===== src/rtl/mte_pkg.sv =====
package mte_pkg;

  localparam int unsigned NumStages = 13;
  localparam logic [25:0] UsecPerMin = 26'd60000000;
  localparam logic [23:0] QuotMax = 24'hFFFFFF;

  typedef enum logic [1:0] {
    KIND_NOTE_ON  = 2'd0,
    KIND_NOTE_OFF = 2'd1,
    KIND_TEMPO    = 2'd2,
    KIND_DELTA    = 2'd3
  } kind_t;

  // one event in flight through the divider
  typedef struct packed {
    kind_t       kind;
    logic [27:0] delta;
    logic [3:0]  chan;
    logic [6:0]  note;
    logic        bzero;
    logic [15:0] dvs;
    logic [15:0] rem;
    logic [25:0] quot;
  } div_st_t;

  // two restoring division steps
  function automatic div_st_t div_step(div_st_t s, logic [1:0] dbits);
    div_st_t     o;
    logic [16:0] r;
    logic        qb;
    o = s;
    r = {1'b0, s.rem};
    for (int j = 1; j >= 0; j--) begin
      r = {r[15:0], dbits[j]};
      qb = 1'b0;
      if (r >= {1'b0, o.dvs}) begin
        r = r - {1'b0, o.dvs};
        qb = 1'b1;
      end
      o.quot = {o.quot[24:0], qb};
    end
    o.rem = r[15:0];
    return o;
  endfunction

endpackage


===== src/rtl/mte_div.sv =====
module mte_div (
  input  logic             clk,
  input  logic             rst,
  input  logic             in_valid,
  output logic             in_stall,
  input  mte_pkg::div_st_t in_data,
  output logic             out_valid,
  input  logic             out_stall,
  output mte_pkg::div_st_t out_data
);

  localparam int unsigned N = mte_pkg::NumStages;

  logic             v    [N];
  mte_pkg::div_st_t st   [N];
  logic             rdy  [N];

  for (genvar i = 0; i < N; i++) begin : g_stage
    localparam logic [1:0] DBits = 2'(mte_pkg::UsecPerMin >> (24 - 2 * i));
    logic             src_v;
    mte_pkg::div_st_t src_d;
    logic             down_rdy;

    if (i == 0) begin : g_first
      assign src_v = in_valid;
      assign src_d = in_data;
    end else begin : g_mid
      assign src_v = v[i-1];
      assign src_d = st[i-1];
    end

    if (i == N - 1) begin : g_last
      assign down_rdy = !out_stall;
    end else begin : g_nlast
      assign down_rdy = rdy[i+1];
    end

    // stage advances when empty or when the next one takes its item
    assign rdy[i] = !v[i] || down_rdy;

    always_ff @(posedge clk) begin
      if (rst) begin
        v[i] <= 1'b0;
      end else if (rdy[i]) begin
        v[i] <= src_v;
      end
    end

    always_ff @(posedge clk) begin
      if (rdy[i] && src_v) begin
        st[i] <= mte_pkg::div_step(src_d, DBits);
      end
    end
  end

  assign in_stall  = !rdy[0];
  assign out_valid = v[N-1];
  assign out_data  = st[N-1];

endmodule


===== src/rtl/mte_ser.sv =====
module mte_ser (
  input  logic             clk,
  input  logic             rst,
  input  logic             in_valid,
  output logic             in_stall,
  input  mte_pkg::div_st_t in_data,
  output logic             out_valid,
  input  logic             out_stall,
  output logic [7:0]       out_byte,
  output logic             last
);

  logic [7:0] bytes [10];
  logic [3:0] cnt;
  logic [7:0] nb    [10];
  logic [3:0] ncnt;
  logic       load;
  logic       xfer;

  // assemble the byte list of one event
  always_comb begin
    logic [7:0]  db [4];
    logic [7:0]  eb [6];
    logic [2:0]  ng;
    logic [2:0]  ne;
    logic [7:0]  vel;
    logic [23:0] q;
    ng = 3'd1;
    if (in_data.delta[27:7] != '0)  ng = 3'd2;
    if (in_data.delta[27:14] != '0) ng = 3'd3;
    if (in_data.delta[27:21] != '0) ng = 3'd4;
    for (int k = 0; k < 4; k++) begin
      db[k] = 8'h00;
    end
    unique case (ng)
      3'd1: begin
        db[0] = {1'b0, in_data.delta[6:0]};
      end
      3'd2: begin
        db[0] = {1'b1, in_data.delta[13:7]};
        db[1] = {1'b0, in_data.delta[6:0]};
      end
      3'd3: begin
        db[0] = {1'b1, in_data.delta[20:14]};
        db[1] = {1'b1, in_data.delta[13:7]};
        db[2] = {1'b0, in_data.delta[6:0]};
      end
      default: begin
        db[0] = {1'b1, in_data.delta[27:21]};
        db[1] = {1'b1, in_data.delta[20:14]};
        db[2] = {1'b1, in_data.delta[13:7]};
        db[3] = {1'b0, in_data.delta[6:0]};
      end
    endcase
    vel = (in_data.chan > 4'd6) ? 8'd0 : 8'h64 - {in_data.chan, 4'h0};
    if (in_data.bzero || in_data.quot[25:24] != 2'b00) begin
      q = mte_pkg::QuotMax;
    end else begin
      q = in_data.quot[23:0];
    end
    for (int k = 0; k < 6; k++) begin
      eb[k] = 8'h00;
    end
    unique case (in_data.kind)
      mte_pkg::KIND_NOTE_ON, mte_pkg::KIND_NOTE_OFF: begin
        eb[0] = ((in_data.kind == mte_pkg::KIND_NOTE_ON) ? 8'h90 : 8'h80)
                + {4'h0, in_data.chan};
        eb[1] = {1'b0, in_data.note};
        eb[2] = vel;
        ne    = 3'd3;
      end
      mte_pkg::KIND_TEMPO: begin
        eb[0] = 8'hFF;
        eb[1] = 8'h51;
        eb[2] = 8'h03;
        eb[3] = q[23:16];
        eb[4] = q[15:8];
        eb[5] = q[7:0];
        ne    = 3'd6;
      end
      default: begin
        ne = 3'd0;
      end
    endcase
    for (int k = 0; k < 10; k++) begin
      if (k < 32'(ng)) begin
        nb[k] = db[k[1:0]];
      end else if ((k - 32'(ng)) < 6) begin
        nb[k] = eb[3'(k - 32'(ng))];
      end else begin
        nb[k] = 8'h00;
      end
    end
    ncnt = {1'b0, ng} + {1'b0, ne};
  end

  assign xfer     = out_valid && !out_stall;
  assign in_stall = (cnt != 4'd0) && !(xfer && cnt == 4'd1);
  assign load     = in_valid && !in_stall;

  // remaining byte count
  always_ff @(posedge clk) begin
    if (rst) begin
      cnt <= 4'd0;
    end else if (load) begin
      cnt <= ncnt;
    end else if (xfer) begin
      cnt <= cnt - 4'd1;
    end
  end

  // byte shift line, head is the outgoing byte
  always_ff @(posedge clk) begin
    if (load) begin
      bytes <= nb;
    end else if (xfer) begin
      for (int k = 0; k < 9; k++) begin
        bytes[k] <= bytes[k+1];
      end
      bytes[9] <= 8'h00;
    end
  end

  assign out_valid = (cnt != 4'd0);
  assign out_byte  = bytes[0];
  assign last      = (cnt == 4'd1);

  a_more_follow: assert property (@(posedge clk) disable iff (rst)
    (xfer && !last) |=> out_valid) else $error("event cut short");
  a_load_shows: assert property (@(posedge clk) disable iff (rst)
    load |=> out_valid) else $error("loaded event not shown");
  a_hold_byte: assert property (@(posedge clk) disable iff (rst)
    (out_valid && out_stall) |=> ($stable(out_byte) && $stable(last)))
    else $error("stalled byte changed");

endmodule


===== src/rtl/midi_track_event_encoder.sv =====
// an event passes the 13 divider stages, then loads into the byte stage and shows
// its first byte on the output; an event is 1 to 10 bytes
// the serializer sends one byte per cycle unless out_stall is high, and loads the next
// event as the last byte leaves; the divider accepts every cycle unless stalled
// reset: synchronous, active high, empties all stages and the serializer
module midi_track_event_encoder (
  input  logic        clk,
  input  logic        rst,
  input  logic        in_valid,
  output logic        in_stall,
  input  logic [1:0]  kind,
  input  logic [27:0] delta_ticks,
  input  logic [3:0]  channel,
  input  logic [6:0]  note_number,
  input  logic [15:0] tempo_bpm,
  output logic        out_valid,
  input  logic        out_stall,
  output logic [7:0]  out_byte,
  output logic        last
);

  mte_pkg::div_st_t in_st;
  mte_pkg::div_st_t dv_st;
  logic             dv_valid;
  logic             dv_stall;

  // pack the event for the divider
  always_comb begin
    in_st       = '0;
    in_st.kind  = mte_pkg::kind_t'(kind);
    in_st.delta = delta_ticks;
    in_st.chan  = channel;
    in_st.note  = note_number;
    in_st.bzero = (tempo_bpm == 16'd0);
    in_st.dvs   = tempo_bpm;
  end

  mte_div u_div (
    .clk       (clk),
    .rst       (rst),
    .in_valid  (in_valid),
    .in_stall  (in_stall),
    .in_data   (in_st),
    .out_valid (dv_valid),
    .out_stall (dv_stall),
    .out_data  (dv_st)
  );

  mte_ser u_ser (
    .clk       (clk),
    .rst       (rst),
    .in_valid  (dv_valid),
    .in_stall  (dv_stall),
    .in_data   (dv_st),
    .out_valid (out_valid),
    .out_stall (out_stall),
    .out_byte  (out_byte),
    .last      (last)
  );

endmodule

===== config.mk =====
export PLATFORM = sky130hd
export DESIGN_NAME = midi_track_event_encoder
export DESIGN_NICKNAME = d
export VERILOG_FILES = /design/src/rtl/mte_pkg.sv /design/src/rtl/mte_div.sv /design/src/rtl/mte_ser.sv /design/src/rtl/midi_track_event_encoder.sv
export SDC_FILE = /design/constraint.sdc
export NUM_CORES = 2
export LEC_CHECK = 0
export ABC_AREA = 0
export BUFFER_PORTS_ARGS = -buffer_cell sky130_fd_sc_hd__buf_2
export CORE_UTILIZATION = 37
export DETAILED_ROUTE_END_ITERATION = 8
export GPL_TIMING_DRIVEN = 0
export PLACE_DENSITY = 0.5
export SYNTH_ARGS = -nofsm -noshare
export SYNTH_HDL_FRONTEND = slang
export SYNTH_SLANG_ARGS = --single-unit

===== constraint.sdc =====
create_clock -name clk -period 12.3 [get_ports clk]
set_clock_uncertainty 0.05 [all_clocks]
set_input_delay 1.23 -clock clk [delete_from_list [all_inputs] [get_ports clk]]
set_output_delay 1.23 -clock clk [all_outputs]
set_load 0.03 [all_outputs]

# ---- Word level (Yosys, flattened, before mapping)
# Memories as Yosys holds them, arrays and structs flattened.
# Index checks and enable logic that the tools add are counted.
dict set report classes {
  n_eq_ne 6
  add_sub_neg 40
  reduce_logical 59
  magnitude_cmp 54
  n_bitwise 23
  mux 248
}
# op count
set ops {}
lappend ops {{$mux 16} 52}
lappend ops {{$ge 17x16->1} 25}
lappend ops {{$sub 16x16->16} 25}
lappend ops {{$lt 32x3->1 const B} 10}
lappend ops {{$mux 8} 38}
lappend ops {{$bmux 8 s3} 10}
lappend ops {{$mux 80} 2}
lappend ops {{$mux 1} 132}
lappend ops {{$mux 24} 2}
lappend ops {{$pmux 24 s2} 1}
lappend ops {{$pmux 8 s3} 2}
lappend ops {{$ge 4x4->1 const B} 10}
lappend ops {{$not 3->4} 10}
lappend ops {{$reduce_bool 21->1} 1}
lappend ops {{$logic_and 1x1->1} 17}
lappend ops {{$logic_not 1->1} 17}
lappend ops {{$ge 1x16->1 const A} 1}
lappend ops {{$logic_not 16->1} 1}
lappend ops {{$pmux 8 s2} 1}
lappend ops {{$sub 1x16->16 const A} 1}
lappend ops {{$sub 3x3->4 const A} 4}
lappend ops {{$logic_or 1x1->1} 14}
lappend ops {{$reduce_bool 14->1} 1}
lappend ops {{$or 1x1->1} 13}
lappend ops {{other kinds (28)} 40}
dict set report totals {
  word_cells 443
  regBits 84
  output_inout_bits 11
  ramBits 1313
  input_bits 61
  n_memories 2
}
# memory words word_bits read_ports rd_ports_with_merged_regs wr line_no
set memory_table {}
lappend memory_table {u_div.st 13 100 13 0 13 mte_div.sv:15} ;# mte_pkg::div_st_t st [N];
lappend memory_table {u_div.v 13 1 13 0 13 mte_div.sv:14} ;# logic v [N];

# ---- Logic depth before layout (Yosys ltp)
dict set report depth {
  ltp_word 24
  mapped_depth 26
  mapped_depth_nobuf 23
}

# ---- Cells and area by module
# From an unflattened synthesis, not the netlist that was laid out.
dict set report hier_totals {
  cells_unflattened 5187
  area_unflattened_um2 64284.2
}
# module n_inst cells_each area_each_um2
set modules_own_cells {}
lappend modules_own_cells {mte_div 1 4504 58308.4}
lappend modules_own_cells {mte_ser 1 677 5938.2}
lappend modules_own_cells {midi_track_event_encoder 1 6 37.5}

# ---- Worst setup path before layout
# Ideal clock, no wire load.
dict set report synth_timing {
  path_type {input port to flip-flop}
  startpoint {in out_stall}
  endpoint {mem u_div.st[0][700] in the netlist's numbering, enable pin}
  setup_time_ns 0.678
  t_arrival_ns 8.188
  t_required_ns 11.572
  n_path_buf 0
  path_slack_ns 3.385
  stages 4
  cell_sequence {o211a_1 nand3_1 inv_1 a21boi_0}
}
# element line_no
set synth_rtl {}
lappend synth_rtl {{start, declared} midi_track_event_encoder.sv:17} ;# input logic out_stall,
lappend synth_rtl {{end, declared} mte_div.sv:15}

==> flow_metrics.env <==
export IMPL_yosys_area_top_type_share=0.586
export IMPL_criticalPathCategory="reg -> reg"
export IMPL_post_route_min_period_ps=6670
export IMPL_grt_max_degree=69
export IMPL_instances_no_fill=7456
export IMPL_critPathLaunch="u_div.st[0][43]$_DFFE_PP_"
export IMPL_synth_distinct_cells=102
export IMPL_holdPathStages=0
export IMPL_synth_top_cell_by_area="edfxtp_1"
export IMPL_synthCells=4923
export IMPL_place_hpwl_mm=119
export IMPL_synth_cells_most_frequent="edfxtp_1 (1205), ha_1 (398), nor2_1 (330), nand2_1 (325), a21oi_1 (313)"
export IMPL_grtUsageTotal=0.182
export IMPL_cap_violations=0
export IMPL_hold_slack_ps=346
export IMPL_stdcell_area_um2=70200
export IMPL_rows=149
export IMPL_drcViolationCount=2
export IMPL_ys_flop_type="edfxtp_1"
export IMPL_setup_viol=0
export IMPL_reg2reg_to="u_div.st[0][136]$_DFFE_PP_"
export IMPL_initial_core_util=0.374
export IMPL_clk_pin_slew_ps=60
export IMPL_finalWorstSetupSlack_ps=5630
export IMPL_critPathLaunchType="register"
export IMPL_drt_pass1_iter_count=7
export IMPL_place_inst=7211
export IMPL_dp_slack_ps=5630
export IMPL_ant_nets=0
export IMPL_n_antenna_cell=0
export IMPL_gp_congestion=0.912
export IMPL_cts_path_max_buffers=3
export IMPL_crit_chain="ha_1, inv_1, fa_1, a211oi_2, o21bai_1, a21o_1, a221o_1, o21ai_1, buf_2, buf_1, inv_1, nand2_1, ha_1, nor2b_1, o31ai_1, a22oi_1, o41a_1, a31oi_1, o21ai_0, nand2_1, nand2_2, buf_2, mux2_2"
export IMPL_slowest_delay_ps=450
export IMPL_fmax_ghz=0.150
export IMPL_p_clk_frac=0.397
export IMPL_cts_tree="done"
export IMPL_worstPathRequired_ps=12750
export IMPL_regToRegSetupSlack_ps=5630
export IMPL_vdd_drop_max_v=0.000134
export IMPL_cts_root_buffer_cell="clkbuf_16"
export IMPL_synth_most_common_cell="edfxtp_1"
export IMPL_syn_area_um2=61800
export IMPL_violations="design-rule violations"
export IMPL_cp_end_kind="register"
export IMPL_synthTopCellsByArea="edfxtp_1 (59%), ha_1 (8.1%), mux2_2 (3.2%)"
export IMPL_hold_viol=0
export IMPL_finalPower_mw=10.3
export IMPL_area_growth_pct=13.6
export IMPL_cts_repair_resized=0
export IMPL_drive_above_1_share=0.117
export IMPL_clkSinkCount=1209
export IMPL_grt_pass1_wl_mm=234
export IMPL_seq_power_share=0.466
export IMPL_worstHoldPathType="reg -> reg"
export IMPL_clk_latency_ps=790
export IMPL_power_switching_mw=2.60
export IMPL_cp_max_fo=10
export IMPL_postSynthAreaPerCell_um2=12.5
export IMPL_detail_route_vias_per_cell=5.22
export IMPL_async_reset_ff_frac=0
export IMPL_antenna_found_initial=11
export IMPL_synth_edf_count=1205
export IMPL_routed_via_count=38900
export IMPL_yosysSeqAreaShare=0.587
export IMPL_tns_ps=0
export IMPL_switching_share=0.253
export IMPL_htreeDepth=4
export IMPL_fin_util=0.424
export IMPL_hold_start="u_div.st[0][381]$_DFFE_PP_"
export IMPL_die_w_um=411
export IMPL_r2r_cells=23
export IMPL_ys_ff_latch=1209
export IMPL_outcome="finished with violations"
export IMPL_place_area_um2=65600
export IMPL_tightest_slew_ps=1200
export IMPL_nNetsFinal=5638
export IMPL_p_comb_frac=0.137
export IMPL_p_per_area_nw_per_um2=146
export IMPL_slew_headroom=0.193
export IMPL_cts_buffers_inserted=137
export IMPL_p_int_mw=7.66
export IMPL_drt_total_wl_mm=154
export IMPL_syn_nets=5400
export IMPL_floorplan_die_height_um=411
export IMPL_min_period_over_period=0.543
export IMPL_slowest_stage="buf_1"
export IMPL_endpoint="u_div.st[0][136]$_DFFE_PP_"
export IMPL_post_cts_setup_buffers=0
export IMPL_grt_pass1_vias=38400
export IMPL_reg2reg_from="u_div.st[0][43]$_DFFE_PP_"
export IMPL_core_um2=165000
export IMPL_ctsHoldBuffers=0
export IMPL_grt_overflow=0
export IMPL_rsz0062_at_grt="no"
export IMPL_io_buffers=71
export IMPL_wl_per_cell_um=20.6
export IMPL_die_area_um2=169000
export IMPL_leakage_nw=26.0
export IMPL_yosysWarnings=0
export IMPL_final_max_slew_viol_count=0
export IMPL_drt_initial_drc_count=2688
export IMPL_io_pins=72
export IMPL_worstPathArrival_ps=7130
[critical path: cells and delay by family, from the launching register on]
kind                     cells  cell delay (ps)
AO/OA/AOI/OAI               10             2830
multiplexers                 1              300
adder cells (fa/ha/maj)      3              880
buffers and inverters        5             1290
flip-flops                   1              440
AND/OR/NAND/NOR              4              580
[logic make-up after synthesis]
family	share of synthesized area
and+or+nand+nor	0.0884
xor gates and xnor gates	0.0387
AOI/OAI and AO/OA	0.129
buffers and inverters	0.0274
adders and majority gates	0.0864
muxes	0.0431
DFF	0.587
[sequential cells by signal, indices dropped and copies added, names as in the netlist]
signal / flops
u_div.st: 1112
u_ser.bytes: 72
u_div.v: 13
u_ser.out_byte: 8
u_ser.cnt: 4
[layer usage]
metal | vias up | wire (um) | global-route usage
li1 | 19100 | - | -
met1 | 18900 | 71200 | 0.246
met2 | 724 | 73000 | 0.301
met3 | 231 | 5660 | 0.0252
met4 | 2 | 3990 | 0.0565
met5 | - | 12 | 0
[worst min path at each step]
stage                                 endpoint  slack (ps)
global route        u_div.st[1][321]$_DFFE_PP_         360
floorplan           u_div.st[0][102]$_DFFE_PP_         350
detailed placement  u_div.st[0][205]$_DFFE_PP_         350
finish              u_div.st[0][481]$_DFFE_PP_         350
CTS                 u_div.st[0][481]$_DFFE_PP_         350
global placement    u_div.st[1][312]$_DFFE_PP_         350
[cells in the final DEF (no fill, tap or decap), types with 26 or more instances in the layout]
master,count
xnor2_1,181
nor2_1,329
and3_1,38
mux2_2,175
inv_1,294
a211oi_1,50
clkbuf_16,138
nor2b_1,57
a31oi_1,50
nand2b_1,47
mux2i_1,53
o21ai_0,264
or2_2,26
xor2_1,92
o211ai_1,29
o31ai_1,28
clkbuf_1,95
nand2_1,324
o21a_1,84
buf_2,91
o21bai_1,34
nor3_1,93
edfxtp_1,1205
ha_1,398
nand3_1,79
a21o_1,118
a21oi_1,313
and2_1,27
nand4_1,45
[cell type report]
type	count	area, um2
well taps	2189	2740
clock inverters	81	1010
plain buffers	117	559
flip-flops and latches	1209	36300
clock buffers	164	3550
multi-input cells	3295	23900
repair buffers	99	976
fillers	15300	95200
inverters	302	1130
[power groups by stage]
stage	sequential, mW	clock [mW]	combinational (mW)
floorplan	4.86	0	1.07
global placement	4.89	0	1.38
detailed placement	4.87	0	1.40
CTS	4.79	4.21	1.41
global route	4.80	4.37	1.55
finish	4.79	4.08	1.40
(Power assumes the default switching activity.)
